[src/hdl/csd_pkg.sv]
// shared types, constants and helper functions for the candidate sorter
// depends on nothing; imported by csd_store, csd_ctrl and the top level
package csd_pkg;

  localparam int MAX_CANDIDATES = 16;
  localparam int AW = $clog2(MAX_CANDIDATES);
  localparam int CW = $clog2(MAX_CANDIDATES + 1);

  // floor(5g/11) as (g * 5 * 187) >> 11, exact while 5g stays within 160
  localparam int GAP_MUL   = 5 * 187;
  localparam int GAP_SHIFT = 11;

  typedef logic [AW-1:0] addr_t;
  typedef logic [CW-1:0] cnt_t;

  typedef struct packed {
    logic [15:0] centre_x;
    logic [15:0] centre_y;
    logic [15:0] module_size;
    logic [7:0]  hit_count;
    logic        final_item;
  } cand_req_t;

  typedef struct packed {
    logic [15:0] sorted_x;
    logic [15:0] sorted_y;
    logic [15:0] sorted_size;
    logic [7:0]  sorted_count;
    logic        end_of_list;
  } sorted_req_t;

  typedef struct packed {
    logic [15:0] x;
    logic [15:0] y;
    logic [15:0] size;
    logic [7:0]  count;
  } cand_entry_t;

  typedef struct packed {
    logic        we;
    addr_t       waddr;
    cand_entry_t wdata;
    addr_t       raddr;
  } mem_req_t;

  typedef struct packed {
    logic load;
    logic eol;
  } emit_t;

  typedef enum logic [3:0] {
    ST_LOAD,
    ST_PASS_INIT,
    ST_CAP_HELD,
    ST_CMP,
    ST_PLACE,
    ST_SCAN_HEAD,
    ST_SCAN_CAP,
    ST_SCAN,
    ST_EMIT_CAP,
    ST_EMIT_WAIT
  } seq_state_t;

  function automatic cnt_t next_gap(input cnt_t g);
    logic [CW+9:0] prod;
    prod = (CW+10)'(g) * (CW+10)'(GAP_MUL);
    if (g == cnt_t'(2)) begin
      next_gap = cnt_t'(1);
    end else begin
      next_gap = cnt_t'(prod >> GAP_SHIFT);
    end
  endfunction

  function automatic logic [15:0] deviation(input logic [15:0] size, input logic [15:0] mean);
    deviation = (size >= mean) ? (size - mean) : (mean - size);
  endfunction

endpackage

[src/hdl/csd_store.sv]
// candidate store: one write port, one read port, registered read data
// uses csd_pkg; a read of the address written in the same cycle returns the new data
module csd_store (
  input  logic                clk,
  input  csd_pkg::mem_req_t   req,
  output csd_pkg::cand_entry_t rdata
);
  import csd_pkg::*;

  cand_entry_t mem [MAX_CANDIDATES];

  always_ff @(posedge clk) begin
    if (req.we) begin
      mem[req.waddr] <= req.wdata;
    end
  end

  always_ff @(posedge clk) begin
    if (req.we && (req.waddr == req.raddr)) begin
      rdata <= req.wdata;
    end else begin
      rdata <= mem[req.raddr];
    end
  end

endmodule

[src/hdl/csd_ctrl.sv]
// sequencer: loads candidates, runs the shell-sort passes over the store, emits
// uses csd_pkg; drives the csd_store ports and the output register strobe
module csd_ctrl (
  input  logic                 clk,
  input  logic                 rst,
  input  logic                 cand_valid,
  output logic                 cand_stall,
  input  csd_pkg::cand_req_t   cand_req,
  input  logic [15:0]          mean,
  input  csd_pkg::cand_entry_t rdata,
  input  logic                 out_taken,
  output csd_pkg::mem_req_t    mem_req,
  output csd_pkg::emit_t       emit
);
  import csd_pkg::*;

  seq_state_t  state, state_next;
  cnt_t        n, n_next;
  cnt_t        base, base_next;
  cnt_t        len, len_next;
  cnt_t        g, g_next;
  cnt_t        i, i_next;
  cnt_t        j, j_next;
  logic        by_count, by_count_next;
  cand_entry_t held, held_next;
  logic [15:0] held_dev, held_dev_next;
  cnt_t        start, start_next;
  cnt_t        idx, idx_next;
  logic [7:0]  run_count, run_count_next;
  cnt_t        k, k_next;

  cnt_t n_load, half_len, i_inc, gap_nx, j_dn, idx_inc, k_inc, run_end, run_len;
  logic shift, do_place, pass_end, same_count;

  assign n_load     = (n < cnt_t'(MAX_CANDIDATES)) ? n + cnt_t'(1) : n;
  assign half_len   = len >> 1;
  assign i_inc      = i + cnt_t'(1);
  assign gap_nx     = next_gap(g);
  assign j_dn       = j - g;
  assign idx_inc    = idx + cnt_t'(1);
  assign k_inc      = k + cnt_t'(1);
  assign same_count = (rdata.count == run_count);
  assign run_end    = same_count ? n : idx;
  assign run_len    = run_end - start;
  assign shift      = by_count ? (rdata.count < held.count)
                               : (deviation(rdata.size, mean) > held_dev);

  always_ff @(posedge clk) begin
    if (rst) begin
      state <= ST_LOAD;
      n     <= '0;
    end else begin
      state <= state_next;
      n     <= n_next;
    end
  end

  always_ff @(posedge clk) begin
    base      <= base_next;
    len       <= len_next;
    g         <= g_next;
    i         <= i_next;
    j         <= j_next;
    by_count  <= by_count_next;
    held      <= held_next;
    held_dev  <= held_dev_next;
    start     <= start_next;
    idx       <= idx_next;
    run_count <= run_count_next;
    k         <= k_next;
  end

  always_comb begin
    state_next     = state;
    n_next         = n;
    base_next      = base;
    len_next       = len;
    g_next         = g;
    i_next         = i;
    j_next         = j;
    by_count_next  = by_count;
    held_next      = held;
    held_dev_next  = held_dev;
    start_next     = start;
    idx_next       = idx;
    run_count_next = run_count;
    k_next         = k;
    cand_stall     = 1'b1;
    mem_req.we     = 1'b0;
    mem_req.waddr  = '0;
    mem_req.wdata  = held;
    mem_req.raddr  = '0;
    emit.load      = 1'b0;
    emit.eol       = 1'b0;
    do_place       = 1'b0;
    pass_end       = 1'b0;

    unique case (state)
      ST_LOAD: begin
        cand_stall = 1'b0;
        if (cand_valid) begin
          if (n < cnt_t'(MAX_CANDIDATES)) begin
            mem_req.we    = 1'b1;
            mem_req.waddr = n[AW-1:0];
            mem_req.wdata = '{x: cand_req.centre_x, y: cand_req.centre_y,
                              size: cand_req.module_size, count: cand_req.hit_count};
          end
          n_next = n_load;
          if (cand_req.final_item) begin
            base_next     = '0;
            len_next      = n_load;
            by_count_next = 1'b1;
            state_next    = ST_PASS_INIT;
          end
        end
      end
      ST_PASS_INIT: begin
        if (half_len == '0) begin
          pass_end = 1'b1;
        end else begin
          g_next        = half_len;
          i_next        = half_len;
          mem_req.raddr = addr_t'(base + half_len);
          state_next    = ST_CAP_HELD;
        end
      end
      ST_CAP_HELD: begin
        held_next     = rdata;
        held_dev_next = deviation(rdata.size, mean);
        j_next        = i;
        mem_req.raddr = addr_t'(base + i - g);
        state_next    = ST_CMP;
      end
      ST_CMP: begin
        if (shift) begin
          mem_req.we    = 1'b1;
          mem_req.waddr = addr_t'(base + j);
          mem_req.wdata = rdata;
          j_next        = j_dn;
          if (j_dn >= g) begin
            mem_req.raddr = addr_t'(base + j_dn - g);
          end else begin
            state_next = ST_PLACE;
          end
        end else begin
          do_place = 1'b1;
        end
      end
      ST_PLACE: begin
        do_place = 1'b1;
      end
      ST_SCAN_HEAD: begin
        if (start == n) begin
          k_next        = '0;
          mem_req.raddr = '0;
          state_next    = ST_EMIT_CAP;
        end else begin
          mem_req.raddr = start[AW-1:0];
          state_next    = ST_SCAN_CAP;
        end
      end
      ST_SCAN_CAP: begin
        run_count_next = rdata.count;
        if (start + cnt_t'(1) == n) begin
          start_next = n;
          state_next = ST_SCAN_HEAD;
        end else begin
          idx_next      = start + cnt_t'(1);
          mem_req.raddr = addr_t'(start + cnt_t'(1));
          state_next    = ST_SCAN;
        end
      end
      ST_SCAN: begin
        if (same_count && (idx_inc < n)) begin
          idx_next      = idx_inc;
          mem_req.raddr = idx_inc[AW-1:0];
        end else begin
          start_next = run_end;
          if (run_len > cnt_t'(1)) begin
            base_next     = start;
            len_next      = run_len;
            by_count_next = 1'b0;
            state_next    = ST_PASS_INIT;
          end else begin
            state_next = ST_SCAN_HEAD;
          end
        end
      end
      ST_EMIT_CAP: begin
        emit.load  = 1'b1;
        emit.eol   = (k_inc == n);
        state_next = ST_EMIT_WAIT;
      end
      ST_EMIT_WAIT: begin
        if (out_taken) begin
          if (k_inc == n) begin
            n_next     = '0;
            state_next = ST_LOAD;
          end else begin
            k_next        = k_inc;
            mem_req.raddr = k_inc[AW-1:0];
            state_next    = ST_EMIT_CAP;
          end
        end
      end
      default: begin
        state_next = ST_LOAD;
      end
    endcase

    // drop the held entry into its slot and step to the next element or gap, or end the pass
    if (do_place) begin
      mem_req.we    = 1'b1;
      mem_req.waddr = addr_t'(base + j);
      mem_req.wdata = held;
      if (i_inc < len) begin
        i_next        = i_inc;
        mem_req.raddr = addr_t'(base + i_inc);
        state_next    = ST_CAP_HELD;
      end else if (gap_nx == '0) begin
        pass_end = 1'b1;
      end else begin
        g_next        = gap_nx;
        i_next        = gap_nx;
        mem_req.raddr = addr_t'(base + gap_nx);
        state_next    = ST_CAP_HELD;
      end
    end

    if (pass_end) begin
      if (by_count) begin
        start_next = '0;
      end
      state_next = ST_SCAN_HEAD;
    end
  end

endmodule

[src/hdl/candidate_sort_count_then_deviation_core.sv]
// candidate sorter top level: mean size register, output register, store and sequencer
// uses csd_pkg, csd_store and csd_ctrl
//
// usage
//   candidates arrive on the cand channel (cand_valid / cand_stall / cand_req),
//   one request per candidate; the one carrying final_item closes the set
//   loading accepts one request per cycle; with the store full, further
//   candidates are dropped but a final one still starts the sort
//   after the final request the store is shell-sorted in place: first by hit
//   count (highest first), then each run of equal counts by the distance of
//   the module size from mean_module_size (smallest first)
//   each element of a pass is captured, compared with the entries a gap back and
//   shifted entry by entry, then placed, and a scan over the store finds the runs;
//   the single read port of the store reads each entry in turn
//   results leave on the sorted channel, one request per candidate, each loaded
//   only after the previous one is taken; end_of_list marks the last one
//   a stalled result holds in the output register; the sequencer waits
//   cand_stall stays high from the final request until the last result is taken
//   mean_module_size is written through cfg_write / cfg_data by the user, only while
//   idle (not enforced); synchronous reset empties the set and clears the mean to
//   zero; store contents are not cleared, only entries of the current set are read
module candidate_sort_count_then_deviation_core (
  input  logic                  clk,
  input  logic                  rst,
  input  logic                  cfg_write,
  input  logic [15:0]           cfg_data,
  input  logic                  cand_valid,
  output logic                  cand_stall,
  input  csd_pkg::cand_req_t    cand_req,
  output logic                  sorted_valid,
  input  logic                  sorted_stall,
  output csd_pkg::sorted_req_t  sorted_req
);
  import csd_pkg::*;

  logic [15:0] mean_module_size;
  mem_req_t    mem_req;
  cand_entry_t rdata;
  emit_t       emit;
  logic        out_taken;

  // reference size for the secondary ordering
  always_ff @(posedge clk) begin
    if (rst) begin
      mean_module_size <= '0;
    end else if (cfg_write) begin
      mean_module_size <= cfg_data;
    end
  end

  assign out_taken = sorted_valid && !sorted_stall;

  // output register, loaded straight from the store read data
  always_ff @(posedge clk) begin
    if (rst) begin
      sorted_valid <= 1'b0;
    end else if (emit.load) begin
      sorted_valid <= 1'b1;
    end else if (out_taken) begin
      sorted_valid <= 1'b0;
    end
  end

  always_ff @(posedge clk) begin
    if (emit.load) begin
      sorted_req <= '{sorted_x: rdata.x, sorted_y: rdata.y, sorted_size: rdata.size,
                      sorted_count: rdata.count, end_of_list: emit.eol};
    end
  end

  csd_store u_store (
    .clk   (clk),
    .req   (mem_req),
    .rdata (rdata)
  );

  csd_ctrl u_ctrl (
    .clk        (clk),
    .rst        (rst),
    .cand_valid (cand_valid),
    .cand_stall (cand_stall),
    .cand_req   (cand_req),
    .mean       (mean_module_size),
    .rdata      (rdata),
    .out_taken  (out_taken),
    .mem_req    (mem_req),
    .emit       (emit)
  );

  // after a candidate that does not close the set, the loader is open again in the next cycle
  a_load_one_cycle: assert property (@(posedge clk) disable iff (rst)
    (cand_valid && !cand_stall && !cand_req.final_item) |=> !cand_stall)
    else $error("loader stalled after a non-final candidate");

  // no result is pending while new candidates are taken
  a_idle_no_result: assert property (@(posedge clk) disable iff (rst)
    !cand_stall |-> !sorted_valid)
    else $error("result pending while accepting candidates");

  // the last result hands the block back to loading
  a_eol_reopens: assert property (@(posedge clk) disable iff (rst)
    (sorted_valid && !sorted_stall && sorted_req.end_of_list) |=> !cand_stall)
    else $error("loader not reopened after end of list");

  // nothing is written to the store while a result waits
  a_no_write_on_wait: assert property (@(posedge clk) disable iff (rst)
    (sorted_valid && sorted_stall) |-> !mem_req.we)
    else $error("store written while a result is stalled");

endmodule

[config.mk]
export PLATFORM = sky130hd
export DESIGN_NAME = candidate_sort_count_then_deviation_core
export DESIGN_NICKNAME = d
export VERILOG_FILES = /design/src/hdl/csd_pkg.sv /design/src/hdl/csd_store.sv /design/src/hdl/csd_ctrl.sv /design/src/hdl/candidate_sort_count_then_deviation_core.sv
export SDC_FILE = /design/constraint.sdc
export NUM_CORES = 1
export LEC_CHECK = 0
export CAP_MARGIN = 20
export CORE_ASPECT_RATIO = 1.75
export CORE_MARGIN = 4
export CORE_UTILIZATION = 30
export DETAILED_ROUTE_END_ITERATION = 8
export DONT_BUFFER_PORTS = 1
export PLACE_DENSITY_LB_ADDON = 0.1
export SYNTH_ARGS = -nofsm -noshare
export SYNTH_HDL_FRONTEND = slang
export SYNTH_SLANG_ARGS = --single-unit
[constraint.sdc]
create_clock -name clk -period 9 [get_ports clk]
set_input_delay 0.9 -clock clk [delete_from_list [all_inputs] [get_ports clk]]
set_output_delay 0.9 -clock clk [all_outputs]
set_load 0.005 [all_outputs]
==> flow_metrics.tcl, run 1 <==
set metrics [dict create \
    cp_num_cells 27 \
    finalPower_mw 18.0 \
    totalWireLength_um 137000 \
    cts_tree "done" \
    met3_usage_pct 2.64 \
    clk_pin_slew_ns 0.07 \
    io_pins 137 \
    synth_simple_gate_area_share_pct 3.72 \
    cts_hold_buf 0 \
    fmax_mhz 132 \
    slowest_delay_ns 0.69 \
    numPortBuffers 0 \
    area_growth_pct 14.2 \
    synth_common_cells "edfxtp_1 (1058), mux4_2 (267), nand2_1 (176), ha_1 (132), inv_1 (130)" \
    avgSynthCellArea_um2 17.9 \
    r2r_end "u_store.mem[6][5]" \
    clock-root-buffer "clkbuf_16" \
    hold_viol 0 \
    status "complete, no violations" \
    crit_type "register to register" \
    synth-compound-area-share_pct 4.68 \
    routed-via-count 24700 \
    slowest_stage "dfxtp_4" \
    final.setup.tns_ns 0 \
    clk_latency_ns 0.72 \
    gp_congestion 0.848 \
    grt_pass1_vias 26600 \
    synth_fp_nets 2876 \
    drc_errors 0 \
    die_w_um 308 \
    grt.busiest_layer "met2" \
    endpoint_kind "register" \
    cts_resized 0 \
    slew_violations 0 \
    vdd_drop_max_mv 0.169 \
    post-place-cells 4637 \
    cp-endpoint "u_store.mem[6][5]" \
    yosysSeqAreaShare_pct 69.1 \
    synth-edff-count 1058 \
    hp-class "input port to register" \
    cts_made_buffers 109 \
    p_leak_nw 17.8 \
    antenna_found_initial 12 \
    synth_area_leaders "edfxtp_1 (67%), mux4_2 (13%), ha_1 (3.5%), dfxtp_1 (1.9%), nand2_1 (1.4%)" \
    reg2reg_slack_ns 1.45 \
    r2r.worst_path.cells 27 \
    grt_use_met2_pct 29.7 \
    synthMuxAreaShare_pct 14.3 \
    postLayoutCoreUtil_pct 34.5 \
    fin_crit_sh_pct 83.9 \
    die_y_um 533 \
    yosysMostFrequentCell "edfxtp_1" \
    yosysWarnings 0 \
    p_per_area_nw_per_um2 334 \
    synth.largest_area_cell "edfxtp_1" \
    grt_pass1_wl_um 196000 \
    worst_slew_pin_slew_ns 1.12 \
    synth_adder_area_share_pct 4.34 \
    skew_ns 0.0368 \
    synth_seq_cells 1103 \
    gr-total-overflow 0 \
    synthCells 2646 \
    track_usage_pct 16.6 \
    async_flop_share_pct 0 \
    grt_use_met1_pct 20.5 \
    ant_nets 0 \
    yosys.area.top_type_share_pct 67.2 \
    finalSetupViolCount 0 \
    critPathArrivalTime_ns 7.98 \
    drive_gt1_share_pct 19.6 \
    wl_per_cell_um 28.2 \
    synth_xor_area_share_pct 1.76 \
    viasPerCell 5.10 \
    design.core.area_um2 156000 \
    cp-start-kind "register" \
    dp_hpwl_um 80100 \
    grt_setup_unrepaired "false" \
    htree_levels 3 \
    clock_sinks 1103 \
    max_slew_margin_pct 25.4 \
    drt_iter0_drc 1631 \
    clockBufferDepth 3 \
    die_area_um2 164000 \
    period_needed_ns 7.55 \
    post-cts-setup-buffer-count 0 \
    grt_max_degree 105 \
    maxCapViolCount 0 \
    finalNonFillerCells 4852 \
    path_max_fanout 33 \
    ys_types 74 \
    critPathMostFrequentCell "o21ai_0" \
    crit_buf_inv 5 \
    syn-cell-area_um2 47300 \
    drt_first_pass_iters 5 \
    cp.required_ns 9.43 \
    synthFlopType "edfxtp_1" \
    synth_top_family_by_area "multiplexers" \
    rows 192 \
    path_delay_family "compound AO/OA/AOI/OAI gates" \
    final_nets 2941 \
    start_util_pct 30.2 \
]
[worst min-delay path by stage]
stage	start	to	slack, ns	cells past startpoint
floorplan	mean_module_size[15]	mean_module_size[15]	0.46	2
global placement	mean_module_size[15]	mean_module_size[15]	0.49	2
detailed placement	mean_module_size[15]	mean_module_size[15]	0.48	2
CTS	rst	u_ctrl.state[0]	0.19	1
global route	rst	u_ctrl.n[2]	0.21	1
finish	rst	u_ctrl.state[0]	0.25	1
[registers in the layout, indices dropped and copies added, names as in the netlist, named ones only]
name              flops
u_ctrl.g              5
u_ctrl.held          56
u_ctrl.base           4
u_ctrl.by_count       1
u_ctrl.j              5
u_ctrl.k              5
u_ctrl.run_count      8
sorted_valid          1
u_ctrl.len            5
u_ctrl.start          5
u_ctrl.i              5
u_ctrl.idx            5
sorted_req           57
u_ctrl.held_dev      16
mean_module_size     16
u_store.mem         896
u_ctrl.state          4
u_ctrl.n              5
[area by class of cell]
class | count | area (µm²)
tap | 2037 | 2550
clock inverter | 76 | 961
sequential | 1103 | 32700
clock buffer | 129 | 2850
antenna | 10 | 25.0
multi-input combinational | 1290 | 13800
fill | 14700 | 102000
inverter | 131 | 492
timing repair buffer | 76 | 658
[cell families after synthesis]
kind of cell,after synthesis
AO/OA/AOI/OAI,324
XOR/XNOR,95
adder cells (fa/ha/maj),152
buffers and inverters,253
flip-flops,1103
multiplexers,325
AND/OR/NAND/NOR,394
[report_power, final]
part	leakage [nW]	internal (mW)	switching [mW]
Sequential	9.97	6.96	0.241
Clock	1.85	2.86	2.01
Combinational	5.93	2.19	3.75
Total	17.8	12.0	6.00
[layer usage]
layer  part of all wire [%]  wire length, µm
met4                    2.8             3820
met5                  0.024               33
met1                     41            55900
met3                    4.2             5780
met2                     52            71400
[metrics by stage]
step / cell area, µm² / hold slack (ns) / setup slack (ns)
3_3_place_gp: 50100 / 0.492 / 1.32
6_report: 54000 / 0.250 / 1.45
2_1_floorplan: 47300 / 0.460 / 1.68
5_1_grt: 53900 / 0.208 / 0.765
3_5_place_dp: 50100 / 0.485 / 1.33
4_1_cts: 53900 / 0.188 / 1.31
[cells in the final DEF, fill, tap and decap left out, types with 38 or more instances in the layout]
cell | synthesis | routed
mux4_2 | 267 | 267
dfxtp_1 | 45 | 41
mux2i_1 | 41 | 41
nand2_1 | 176 | 176
ha_1 | 132 | 132
xor2_1 | 38 | 38
edfxtp_1 | 1058 | 1058
o21ai_0 | 58 | 58
nor2_1 | 89 | 70
inv_1 | 130 | 130
xnor2_1 | 57 | 57
a21o_1 | 43 | 43
a22oi_1 | 61 | 61
buf_4 | 3 | 69
a21oi_1 | 63 | 62
clkbuf_16 | 0 | 111
[worst reg2reg max path, delay by kind of cell (launching register included)]
kind / cells / cell delay [ns]
buf+inv: 5 / 0.89
compound gates: 12 / 2.58
mux: 2 / 1.22
xor+xnor: 1 / 0.24
flops: 1 / 0.69
fa+ha+maj: 3 / 0.85
simple gates: 4 / 0.81
Power figures use the tool's default switching activity.
==> inputs of run 2 (changes only) <==
- clock period: 9 -> 7.3 ns (I/O delays scaled with it)
==> run 2 against run 1 <==
Effect of this change: setup slack worse by 1.1 ns; first-iteration DRC count is 8.6% higher; critical path type unchanged; sequential share of layout area is 0.14 points lower; final area is 0.23% higher; cell count is 0.49% higher; register-to-register slack worse by 1.1 ns; via count is 0.78% higher; wire length is 1.6% higher; global-route usage is 0.25 points higher; worst hold slack worse by 0.15 ns; sequential cell count stayed put; critical endpoint is now u_store.mem[5][31]; sequential power is 23% higher.
==> flow_metrics.tcl, run 2 (synthesis gave the netlist of run 1 again) <==
set metrics [dict create \
    status "complete, no violations" \
    multiInputGateArea_um2 13800 \
    antenna_found_initial 8 \
    worst_slew_pin_slew_ns 1.07 \
    final_cell_mix "edfxtp_1 (1058), mux4_2 (267), nand2_1 (153)" \
    numPortBuffers 0 \
    top_regs "u_store.mem (896), sorted_req (57), u_ctrl.held (56)" \
    path_cells "buf_4, mux4_2, mux4_2, ha_1, and3_1, a41o_1, a211oi_1, o41ai_2, buf_12, mux2i_1, a21oi_1, xnor2_1, ha_1, nand4_1, nor3_1, o221ai_1, a211o_2, a21oi_4, buf_12, a22oi_1, nand2_1" \
    wl_per_cell_um 28.5 \
    clock-root-buffer "clkbuf_16" \
    finalNonFillerCells 4876 \
    path_max_fanout 37 \
    slowest_stage "mux4_2" \
    final.setup.tns_ns 0 \
    viasPerCell 5.11 \
    start_util_pct 30.2 \
    period_needed_ns 6.95 \
    maxCapViolCount 0 \
    holdPathStages 1 \
    vdd_drop_max_mv 0.272 \
    clock_sinks 1103 \
    htree_levels 3 \
    reg2reg_slack_ns 0.35 \
    track_usage_pct 16.8 \
    gp_congestion 0.855 \
    hold_path_end "sorted_valid" \
    clk_latency_ns 0.72 \
    drt_iter0_drc 1772 \
    drt_first_pass_iters 5 \
    drive_gt1_share_pct 21.0 \
    totalWireLength_um 139000 \
    die_area_um2 164000 \
    clk_pin_slew_ns 0.07 \
    grt_setup_unrepaired "false" \
    r2r.worst_path.cells 21 \
    skew_ns 0.0366 \
    io_pins 137 \
    slew_violations 0 \
    gr-total-overflow 0 \
    fill_cells 14700 \
    cp-start-kind "register" \
    crit_type "register to register" \
    largest-register "u_store.mem" \
    p_leak_nw 17.8 \
    cp.required_ns 7.76 \
    largest_reg_flops 896 \
    mostFrequentLayoutCell "edfxtp_1" \
    post-cts-setup-buffer-count 0 \
    hp-class "input port to register" \
    design.core.area_um2 156000 \
    max_slew_margin_pct 28.8 \
    die_w_um 308 \
    endpoint_kind "register" \
    clockBufferDepth 3 \
    regArea_um2 32700 \
    routed-via-count 24900 \
    area_growth_pct 14.5 \
    post-place-cells 4666 \
    rows 192 \
    die_y_um 533 \
    min_from "rst" \
    final_nets 2970 \
    fmax_mhz 144 \
    r2r_end "u_store.mem[5][31]" \
    ant_nets 0 \
    slowest_delay_ns 0.58 \
    p_per_area_nw_per_um2 411 \
    grt_pass1_vias 26700 \
    dp_hpwl_um 83800 \
    fin_crit_sh_pct 95.2 \
    cts_tree "done" \
    finalSetupViolCount 0 \
    grt_pass1_wl_um 199000 \
    critPathArrivalTime_ns 7.41 \
    grt_max_degree 89 \
    cts_made_buffers 109 \
    hold_viol 0 \
    drc_errors 0 \
]
==> run 2: through the flow <==
stage / total power [mW] / hold WS, ns / utilization, % / setup WS, ns / cell area (µm²)
2_1_floorplan: 13.8 / 0.460 / - / 0.00273 / 47300
3_3_place_gp: 16.8 / 0.500 / 32.3 / 0.0547 / 50500
3_5_place_dp: 16.9 / 0.532 / 32.3 / 0.0493 / 50500
4_1_cts: 22.6 / 0.0250 / 34.5 / 0.0283 / 54000
5_1_grt: 23.5 / 0.0595 / 34.6 / 0.00196 / 54100
6_report: 22.2 / 0.100 / 34.6 / 0.348 / 54100
==> run 2: cell type report <==
class,count,share of cell area (%)
Antenna cell,4,0.0185
Multi-Input combinational cell,1290,25.6
Clock inverter,64,1.07
Timing Repair Buffer,105,1.96
Inverter,131,0.909
Sequential cell,1103,60.4
Tap cell,2037,4.71
Clock buffer,142,5.35
==> run 2: where the power goes <==
| part | switching (mW) | internal [mW] | total [mW] |
|---|---|---|---|
| clock | 2.50 | 3.06 | 5.56 |
| combinational | 4.92 | 2.90 | 7.82 |
| sequential | 0.264 | 8.57 | 8.84 |
==> run 2: critical path: cells and delay by family, from the launching register on <==
family,cells,cell delay (ns)
flip-flops,1,0.47
XOR/XNOR,1,0.16
AO/OA/AOI/OAI,8,1.89
buffers and inverters,3,1.06
adder cells (fa/ha/maj),2,0.70
AND/OR/NAND/NOR,4,1.03
multiplexers,3,1.27
==> run 2: how the worst max path moves through the flow <==
| stage | from | endpoint | slack (ns) | depth (start not counted) |
|---|---|---|---|---|
| floorplan | register | u_store.mem[0][26] | 0.003 | 31 |
| global placement | register | u_store.mem[7][9] | 0.05 | 23 |
| detailed placement | register | u_store.mem[0][9] | 0.05 | 23 |
| CTS | register | u_store.mem[2][9] | 0.03 | 23 |
| global route | register | u_store.mem[5][30] | 0.002 | 23 |
| finish | register | u_store.mem[5][31] | 0.35 | 21 |
==> run 2: layer usage <==
metal | global-route usage (%) | wire [µm] | vias up
met5 | 0 | 85 | -
met4 | 4.88 | 3590 | 12
met3 | 2.65 | 5640 | 177
met2 | 30.2 | 72300 | 548
met1 | 20.9 | 57600 | 13500
li1 | - | - | 10700
==> run 2: timing repair <==
item | CTS | global route
gates resized for setup | 0 | 31
hold buffers | 0 | 0
endpoints found under the setup margin | 0 | 900
